[config.mk]
export PLATFORM = sky130hd
export DESIGN_NAME = npcs_dist
export DESIGN_NICKNAME = d
export VERILOG_FILES = /design/src/sv/npcs_pkg.sv /design/src/sv/npcs_dist.sv
export SDC_FILE = /design/constraint.sdc
export NUM_CORES = 1
export LEC_CHECK = 0
export BUFFER_PORTS_ARGS = -buffer_cell sky130_fd_sc_hd__buf_2
export CAP_MARGIN = 20
export CELL_PAD_IN_SITES_DETAIL_PLACEMENT = 1
export CELL_PAD_IN_SITES_GLOBAL_PLACEMENT = 1
export CORE_UTILIZATION = 43
export CTS_CLUSTER_DIAMETER = 100
export CTS_CLUSTER_SIZE = 14
export DETAILED_ROUTE_END_ITERATION = 10
export PLACE_DENSITY_LB_ADDON = 0.1
export SLEW_MARGIN = 20
export SYNTH_ARGS = -nofsm -noshare
export SYNTH_HDL_FRONTEND = slang
export SYNTH_SLANG_ARGS = --single-unit
[constraint.sdc]
create_clock -name clk -period 4.6 [get_ports clk]
set_input_delay 0.46 -clock clk [delete_from_list [all_inputs] [get_ports clk]]
set_output_delay 0.46 -clock clk [all_outputs]
set_load 0.05 [all_outputs]
[src/sv/npcs_pkg.sv]
// Shared constants and types for the nearest palette color search block.
`default_nettype none

package npcs_pkg;

  localparam int PAL_ENTRIES = 256;
  localparam int ADDR_W      = $clog2(PAL_ENTRIES);
  localparam int CH_W        = 8;
  localparam int SQ_W        = 2 * CH_W;
  localparam int DIST_W      = 18;
  localparam logic [DIST_W-1:0] MAX_DIST = DIST_W'(3 * (2**CH_W - 1) * (2**CH_W - 1));

  // request codes
  localparam logic REQ_WRITE = 1'b0;
  localparam logic REQ_QUERY = 1'b1;

  typedef struct packed {
    logic [CH_W-1:0] r;
    logic [CH_W-1:0] g;
    logic [CH_W-1:0] b;
  } rgb_t;

  // travels alongside each palette entry through the distance pipeline
  typedef struct packed {
    logic              vld;
    logic              last;
    logic [ADDR_W-1:0] idx;
  } tag_t;

  typedef struct packed {
    tag_t              tag;
    logic [DIST_W-1:0] sq_dist;
  } dist_res_t;

endpackage

`default_nettype wire

[src/sv/npcs_dist.sv]
// Three-stage squared RGB distance unit, one palette entry per cycle.
`default_nettype none

module npcs_dist (
  input  wire logic               clk,
  input  wire logic               rst,
  input  wire npcs_pkg::rgb_t     query,
  input  wire npcs_pkg::rgb_t     entry,
  input  wire npcs_pkg::tag_t     tag_in,
  output      npcs_pkg::dist_res_t res
);

  npcs_pkg::tag_t tag1, tag2, tag3;
  logic [npcs_pkg::CH_W-1:0]   dr, dg, db;
  logic [npcs_pkg::SQ_W-1:0]   sr, sg, sb;
  logic [npcs_pkg::DIST_W-1:0] sum;

  always_ff @(posedge clk) begin
    if (rst) begin
      tag1.vld <= 1'b0;
      tag2.vld <= 1'b0;
      tag3.vld <= 1'b0;
    end else begin
      tag1.vld <= tag_in.vld;
      tag2.vld <= tag1.vld;
      tag3.vld <= tag2.vld;
    end
    tag1.last <= tag_in.last;
    tag1.idx  <= tag_in.idx;
    tag2.last <= tag1.last;
    tag2.idx  <= tag1.idx;
    tag3.last <= tag2.last;
    tag3.idx  <= tag2.idx;
    // absolute differences
    dr <= (entry.r > query.r) ? entry.r - query.r : query.r - entry.r;
    dg <= (entry.g > query.g) ? entry.g - query.g : query.g - entry.g;
    db <= (entry.b > query.b) ? entry.b - query.b : query.b - entry.b;
    // squares
    sr <= npcs_pkg::SQ_W'(dr) * npcs_pkg::SQ_W'(dr);
    sg <= npcs_pkg::SQ_W'(dg) * npcs_pkg::SQ_W'(dg);
    sb <= npcs_pkg::SQ_W'(db) * npcs_pkg::SQ_W'(db);
    sum <= npcs_pkg::DIST_W'(sr) + npcs_pkg::DIST_W'(sg) + npcs_pkg::DIST_W'(sb);
  end

  assign res.tag     = tag3;
  assign res.sq_dist = sum;

endmodule

`default_nettype wire

**Word-level counts from Yosys, hierarchy flattened**

Cells that the tools add are included.

- Add/subtract/negate cells: 8
- Multipliers: 3
- Magnitude comparators: 3
- Mux-type cells: 3

Operators by type and width:

| cell | number |
|---|---|
| $mul 8x8->16 | 3 |
| $sub 8x8->8 | 6 |
| $gt 8x8->1 | 3 |
| $mux 8 | 3 |
| $add 17x16->18 | 1 |
| $add 16x16->17 | 1 |

- Bits in registers: 120
- Bits of input ports: 60
- Output and inout port bits: 28
- Logic and storage cells: 33

**Logic depth before layout (Yosys ltp)**

Gate-level depths: netlist (run 1).

- Depth after elaboration: 2
- Mapped depth: 17

**Worst setup path after synthesis (run 1)**

OpenSTA, ideal clock, no wires.

- Kind: register -> register
- Start point: reg db[5] (netlist name)
- End point: reg sb[14] (netlist name)
- Library setup time: 118 ps
- Arrival time: 4171 ps
- Required time: 4482 ps
- Slack: 311 ps
- Stages on the path, launching flop included: 17
- Period minus slack after synthesis: 4289 ps
- Cells stage by stage: dfxtp_1 > clkbuf_1 > inv_1 > nor2_1 > fa_1 > fa_1 > inv_1 > fa_1 > fa_1 > inv_1 > ha_1 > o21ai_0 > nand2b_1 > a31oi_1 > nor2_1 > a221o_1 > xnor2_1

- Word-level cells in the longest chain between the ends: 1

Ends and longest elaborated chain:

| item | RTL line | source |
|---|---|---|
| from (decl) | npcs_dist.sv:14 | `logic [npcs_pkg::CH_W-1:0] dr, dg, db;` |
| from (signal assigned) | npcs_dist.sv:37 | `db <= (entry.b > query.b) ? entry.b - query.b : query.b - entry.b;` |
| $mul 8x8->16 | npcs_dist.sv:41 | `sb <= npcs_pkg::SQ_W'(db) * npcs_pkg::SQ_W'(db);` |
| to (signal assigned) | npcs_dist.sv:41 |  |
| to (decl) | npcs_dist.sv:15 | `logic [npcs_pkg::SQ_W-1:0] sr, sg, sb;` |

No other way between the ends.
A chain may end at the register's enable or synchronous reset.

**Final worst setup path (run 1)**

- Start point: reg dr[3] (netlist name)
- End point: reg sr[14] (netlist name)

- Word-level cells in the longest chain between the ends: 1

Ends and longest elaborated chain:

| item | RTL line | source |
|---|---|---|
| from (decl) | npcs_dist.sv:14 |  |
| from (signal assigned) | npcs_dist.sv:35 | `dr <= (entry.r > query.r) ? entry.r - query.r : query.r - entry.r;` |
| $mul 8x8->16 | npcs_dist.sv:39 | `sr <= npcs_pkg::SQ_W'(dr) * npcs_pkg::SQ_W'(dr);` |
| to (signal assigned) | npcs_dist.sv:39 |  |
| to (decl) | npcs_dist.sv:15 |  |

No other way between the ends.

==> flow_metrics.py, run 1 <==
metrics = {
    "outcome": {
        "status": "completed",
    },
    "clock_network": {
        "clock_latency_ns": 0.42,
        "cts_buffer_depth": 2,
        "cts_tree": "built",
        "clock-root-buffer": "clkbuf_16",
        "cts_made_buffers": 17,
        "h-tree-depth": 4,
        "clkTransAtPathRegs_ns": 0.06,
        "cts_hold_buf": 0,
        "clkSinkCount": 117,
    },
    "worst_setup_path": {
        "critical_path_depth": 15,
        "r2r-start": "dr[3]$_DFF_P_",
        "critPathLaunchType": "register",
        "critical-path-top-delay-family": "adder cells",
        "critical_path_class": "register to register",
        "startpoint": "dr[3]$_DFF_P_",
        "end_kind": "register",
        "slowest_stage": "fa_1",
        "endpoint": "sr[14]$_DFF_P_",
        "max_stage_delay_ns": 0.56,
        "cp_max_fo": 8,
        "crit_required_ns": 4.91,
        "crit_top_cell": "fa_1",
        "crit_chain": "inv_1, nor2_1, fa_1, fa_1, inv_1, fa_1, fa_1, inv_1, ha_1, nor3_2, o21ai_0, a31oi_1, nor2_1, a221o_1, xnor2_1",
        "rrSetupSlack_ns": 0.25,
        "r2r-end": "sr[14]$_DFF_P_",
        "worstPathBufferInverterCount": 3,
        "arrival_ns": 4.66,
        "rr_worst_depth": 15,
    },
    "die": {
        "num_io_pins": 88,
        "core_area_sq_um": 22700,
        "die_width_um": 155,
        "die-area_sq_um": 23900,
        "die_y_um": 155,
        "rows": 55,
        "initial_core_util_pct": 44.1,
    },
    "synthesis": {
        "seq_area_frac_synth_pct": 23.4,
        "ys_seq_elements": 117,
        "synth_mux_area_share_pct": 2.40,
        "synth_cells": 1027,
        "synthAdderAreaFrac_pct": 37.9,
        "async_flop_share_pct": 0,
        "ys_types": 44,
        "synth_compound_area_share_pct": 10.9,
        "synth_xor_area_share_pct": 7.26,
        "synthesis.area_sq_um": 10000,
        "synthSimpleGateAreaFrac_pct": 10.9,
        "synth_edf_count": 0,
        "synth_ff_type": "dfxtp_1",
        "synth_top_family_by_area": "adder cells",
        "syn_avg_cell_area_sq_um": 9.75,
        "synth_warnings": 0,
    },
    "grt": {
        "grt_first_pass_wirelength_um": 37000,
        "antenna_found_initial": 0,
        "grt_overflow_total": 0,
        "grt_pass1_vias": 7783,
        "track_usage_pct": 19.6,
        "grt_start_max_net_pins": 17,
    },
    "finish": {
        "n_antenna_cell": 0,
        "final_nets": 1437,
        "area_delta_synth_final_pct": 14.6,
        "post-route-cell-area_sq_um": 11500,
        "final_cells": 1429,
        "drive_gt1_share_pct": 13.4,
    },
    "detailed_routing": {
        "wl_per_cell_um": 14.7,
        "wirelength_um": 21000,
        "route.detailed.drc": 0,
        "via_per_inst": 4.96,
        "drt_iter0_markers": 134,
        "via_count": 7091,
        "ant_nets": 0,
        "first_pass_iters": 6,
    },
    "sta": {
        "maxSlewViolCount": 0,
        "min_period_over_period_pct": 94.5,
        "skew_ns": 0.00779,
        "tns_ns": 0,
        "setup-violations-final": 0,
        "whs_ns": 0.139,
        "hold_viol": 0,
        "max_slew.worst_pin.slew_ns": 0.533,
        "rsz0062_at_grt": "false",
        "relSlewSlack_pct": 64.5,
        "min_period_ns": 4.35,
        "max_freq_mhz": 230,
    },
    "min_path": {
        "holdCritPathClass": "primary input to register",
    },
    "placement": {
        "io_buffers": 87,
        "post_dp_cell_area_sq_um": 10800,
        "placed_cells": 1398,
        "hpwl_um": 17300,
        "gp_congestion": 0.791,
    },
    "flow_run": {
        "drv_cap": 0,
    },
}
-- layout by cell type (no fill, tap or decap), drive strengths merged, types with 3 or more instances in the layout --
cell,Yosys,routed
nor3,6,6
and2,72,72
xnor2,56,56
mux2i,24,24
o21bai,12,12
or2,4,4
xor2,27,27
ha,148,148
a21oi,57,57
and3,12,12
nor2,24,24
a211oi,8,8
buf,0,95
a221o,4,4
nand3,6,6
nand4,3,3
fa,97,97
a21o,23,23
o31ai,3,3
nor2b,24,24
o211ai,4,4
o22ai,3,3
conb,1,3
inv,180,184
nand2,31,31
o21ai,30,30
clkbuf,11,17
a221oi,6,6
nand2b,15,15
bufinv,0,3
dfxtp,117,117
clkinv,0,6
a21boi,3,3
-- flip-flops by register name (all words and copies together), names as in the netlist --
register / cells
sum: 18
sb: 15
sg: 15
sr: 15
res: 10
tag1: 10
tag2: 10
db: 8
dg: 8
dr: 8
-- synth_stat cells, types with 4 or more instances --
| library cell | instances | area [sq um] |
|---|---|---|
| mux2i_1 | 24 | 240 |
| nand2_1 | 31 | 116 |
| and3_1 | 11 | 68.8 |
| o21ai_0 | 27 | 135 |
| nand3_1 | 6 | 30.0 |
| a21oi_1 | 56 | 280 |
| a21o_1 | 22 | 165 |
| o211ai_1 | 4 | 30.0 |
| nor2b_1 | 24 | 150 |
| o21bai_1 | 12 | 90.1 |
| fa_1 | 97 | 1940 |
| a221oi_1 | 6 | 52.6 |
| clkbuf_1 | 11 | 41.3 |
| nor3_1 | 6 | 30.0 |
| inv_1 | 180 | 676 |
| ha_1 | 148 | 1850 |
| dfxtp_1 | 117 | 2340 |
| a211oi_1 | 8 | 60.1 |
| nand2b_1 | 15 | 93.8 |
| and2_1 | 72 | 450 |
| or2_2 | 4 | 25.0 |
| xor2_1 | 27 | 236 |
| nor2_1 | 24 | 90.1 |
| xnor2_1 | 56 | 490 |
-- worst reg2reg max path, delay by kind of cell (launching register included) --
kind                     cells  cell delay (ns)
XOR/XNOR                     1             0.13
flip-flops                   1             0.40
buffers and inverters        3             0.17
adder cells (fa/ha/maj)      5             2.34
AO/OA/AOI/OAI                3             0.78
AND/OR/NAND/NOR              3             0.41
-- layer usage --
metal | routed length, um | up-vias | part of all wire (%) | track usage (%)
met1 | 9750 | 3465 | 46 | 24.3
met4 | 216 | 0 | 1.0 | 5.28
met3 | 535 | 15 | 2.5 | 3.50
li1 | - | 3522 | - | -
met5 | 0 | - | 0 | 0
met2 | 10500 | 89 | 50 | 34.7
-- how the worst min path moves through the flow --
stage          depth (start not counted)              end       startpoint
6_report                               1  tag1[8]$_DFF_P_        tag_in[8]
5_1_grt                                1  tag1[8]$_DFF_P_        tag_in[8]
4_1_cts                                1  tag1[8]$_DFF_P_        tag_in[8]
3_5_place_dp                           0  res[24]$_DFF_P_  tag2[6]$_DFF_P_
3_3_place_gp                           0  res[24]$_DFF_P_  tag2[6]$_DFF_P_
2_1_floorplan                          0  res[18]$_DFF_P_  tag2[0]$_DFF_P_
-- through the flow --
step                worst slack (ns)  util, %
floorplan                      0.311        -
global placement               0.224     47.7
detailed placement             0.131     47.7
CTS                           0.0794     50.4
global route                 0.00149     50.5
finish                         0.254     50.5
-- layout make-up --
type | count | area, sq um
flip-flops and latches | 117 | 2350
clock buffers | 17 | 425
multi-input cells | 721 | 6990
fillers | 2620 | 11200
repair buffers | 95 | 495
clock inverters | 14 | 178
inverters | 180 | 676
well taps | 285 | 357
-- timing repair --
item,CTS,global route
gates resized for setup,0,16
endpoints found under the setup margin,0,11
buffers inserted,0,0
-- cell families (layout without fill, tap and decap cells) --
logic type,count (synthesis),after routing
adders and majority gates,245,245
and+or+nand+nor,199,199
buffers and inverters,191,306
DFF,117,117
AOI/OAI and AO/OA,167,167
xor gates and xnor gates,83,83
other,1,3
muxes,24,24
Power of run 1 is not shown: default switching activity piles up to over one toggle a cycle in this logic, so the estimate is an artifact.
==> run 2, diff against run 1 <==
--- a/config.mk
+++ b/config.mk
@@ -14,6 +14,7 @@
 export CTS_CLUSTER_SIZE = 14
 export DETAILED_ROUTE_END_ITERATION = 10
 export PLACE_DENSITY_LB_ADDON = 0.1
+export REMOVE_ABC_BUFFERS = 1
 export SLEW_MARGIN = 20
 export SYNTH_ARGS = -nofsm -noshare
 export SYNTH_HDL_FRONTEND = slang
==> run 2 against run 1 <==
First-iteration DRC count grew 22%. Final cell count unchanged. Flip-flop and latch count unchanged. Die area unchanged. Hold slack better by 0.0027 ns. Non-clock buffer count fell by 1. Clock-buffer cell count rose by 1. Routed wire length fell by 2.1%. Design area barely moved. Worst setup slack got worse by 0.025 ns. Core utilization barely moved. Highest routed layer unchanged.
==> flow_metrics.py, run 2 (synthesis results as in run 1) <==
metrics = {
    "grt": {
        "grt_pass1_vias": 7584,
        "track_usage_pct": 19.2,
        "grt_first_pass_wirelength_um": 36300,
        "grt_util_met3_pct": 3.25,
        "antenna_found_initial": 0,
        "grt_start_max_net_pins": 17,
        "grt_overflow_total": 0,
        "met1_usage_pct": 24.7,
        "grt.busiest_layer": "met2",
        "use_met2_pct": 33.3,
    },
    "die": {
        "num_io_pins": 88,
        "die_width_um": 155,
        "core_area_sq_um": 22700,
        "rows": 55,
        "initial_core_util_pct": 44.1,
        "die-area_sq_um": 23900,
        "die_y_um": 155,
    },
    "placement": {
        "io_buffers": 87,
        "gp_congestion": 0.784,
        "hpwl_um": 17300,
        "place_ws_ns": 0.0424,
        "placed_cells": 1396,
    },
    "sta": {
        "setup-violations-final": 0,
        "tns_ns": 0,
        "relSlewSlack_pct": 65.2,
        "maxSlewViolCount": 0,
        "min_period_over_period_pct": 95.0,
        "max_slew.worst_pin.slew_ns": 0.521,
        "whs_ns": 0.142,
        "setup_slack_ns": 0.228,
        "hold_viol": 0,
        "min_period_ns": 4.37,
        "skew_ns": 0.00807,
        "max_freq_mhz": 229,
    },
    "detailed_routing": {
        "first_pass_iters": 4,
        "ant_nets": 0,
        "via_count": 7060,
        "route.detailed.drc": 0,
        "wirelength_um": 20600,
        "wl_per_cell_um": 14.4,
        "drt_iter0_markers": 164,
        "via_per_inst": 4.94,
    },
    "finish": {
        "final_cells": 1429,
        "regMostFlops": "sum",
        "final_nets": 1436,
        "area_delta_synth_final_pct": 14.5,
        "drive_gt1_share_pct": 13.2,
        "layout_common_cells": "inv_1, ha_1, dfxtp_1",
        "final_common_cell": "inv_1",
        "largest_register_ffs": 18,
        "n_antenna_cell": 0,
    },
    "worst_setup_path": {
        "crit_required_ns": 4.93,
        "r2r-start": "db[2]$_DFF_P_",
        "crit_top_cell": "fa_1",
        "critPathLaunchType": "register",
        "startpoint": "db[2]$_DFF_P_",
        "crit_chain": "and2_1, fa_1, fa_1, inv_1, fa_1, fa_1, inv_1, ha_1, nor3_1, o21ai_0, a31oi_2, nor2_1, a221o_1, xnor2_1",
        "slowest_stage": "fa_1",
        "max_stage_delay_ns": 0.55,
        "critical_path_class": "register to register",
        "end_kind": "register",
        "cp_max_fo": 8,
        "arrival_ns": 4.70,
    },
    "clock_network": {
        "clkTransAtPathRegs_ns": 0.06,
        "clkSinkCount": 117,
        "cts_buffer_depth": 2,
        "clock-root-buffer": "clkbuf_16",
        "cts_tree": "built",
        "clock_latency_ns": 0.42,
        "cts_made_buffers": 17,
        "h-tree-depth": 4,
    },
    "min_path": {
        "holdCritPathClass": "primary input to register",
        "min_from": "tag_in[3]",
    },
    "flow_run": {
        "drv_cap": 0,
    },
    "outcome": {
        "status": "completed",
    },
}
## run 2: path summary, 6_finish.rpt
path / endpoint / slack, ns / cells past startpoint
worst max-delay path: sb[14]$_DFF_P_ / 0.23 / 14
worst min-delay path: tag1[3]$_DFF_P_ / 0.14 / 1
worst max register to register: sb[14]$_DFF_P_ / 0.23 / 14
worst min register to register: tag2[1]$_DFF_P_ / 0.32 / 0
## run 2: through the flow
step | utilization [%] | area, sq um
after floorplan | - | 9980
after global placement | 47.6 | 10800
after detailed placement | 47.6 | 10800
after CTS | 50.4 | 11400
after global routing | 50.5 | 11500
final | 50.5 | 11500
## run 2: repair_timing
item                       CTS  global route
setup buffers                0             1
pin swaps                    0             1
resized for setup            1            11
setup endpoints to repair    1            12
hold buffers                 0             0
## run 2: routing by layer
| layer | wire, um | share of wire, % |
|---|---|---|
| met1 | 9740 | 47 |
| met2 | 10100 | 49 |
| met3 | 496 | 2.4 |
| met4 | 195 | 0.95 |
| met5 | 0 | 0 |
## run 2: final cells by class
class / count / area [sq um]
clock buffer: 18 / 439
multi-input combinational: 721 / 6990
inverter: 180 / 676
tap: 285 / 357
fill: 2645 / 11200
clock inverter: 14 / 169
sequential: 117 / 2350
timing repair buffer: 94 / 488
## run 2: worst max-delay path, delay by kind of cell (launching register included)
kind            cells  cell delay, ns
simple gates        3            0.52
buf+inv             2            0.10
xor+xnor            1            0.19
flops               1            0.44
compound gates      3            0.76
fa+ha+maj           5            2.28
Power of run 2 is left out for the same reason.
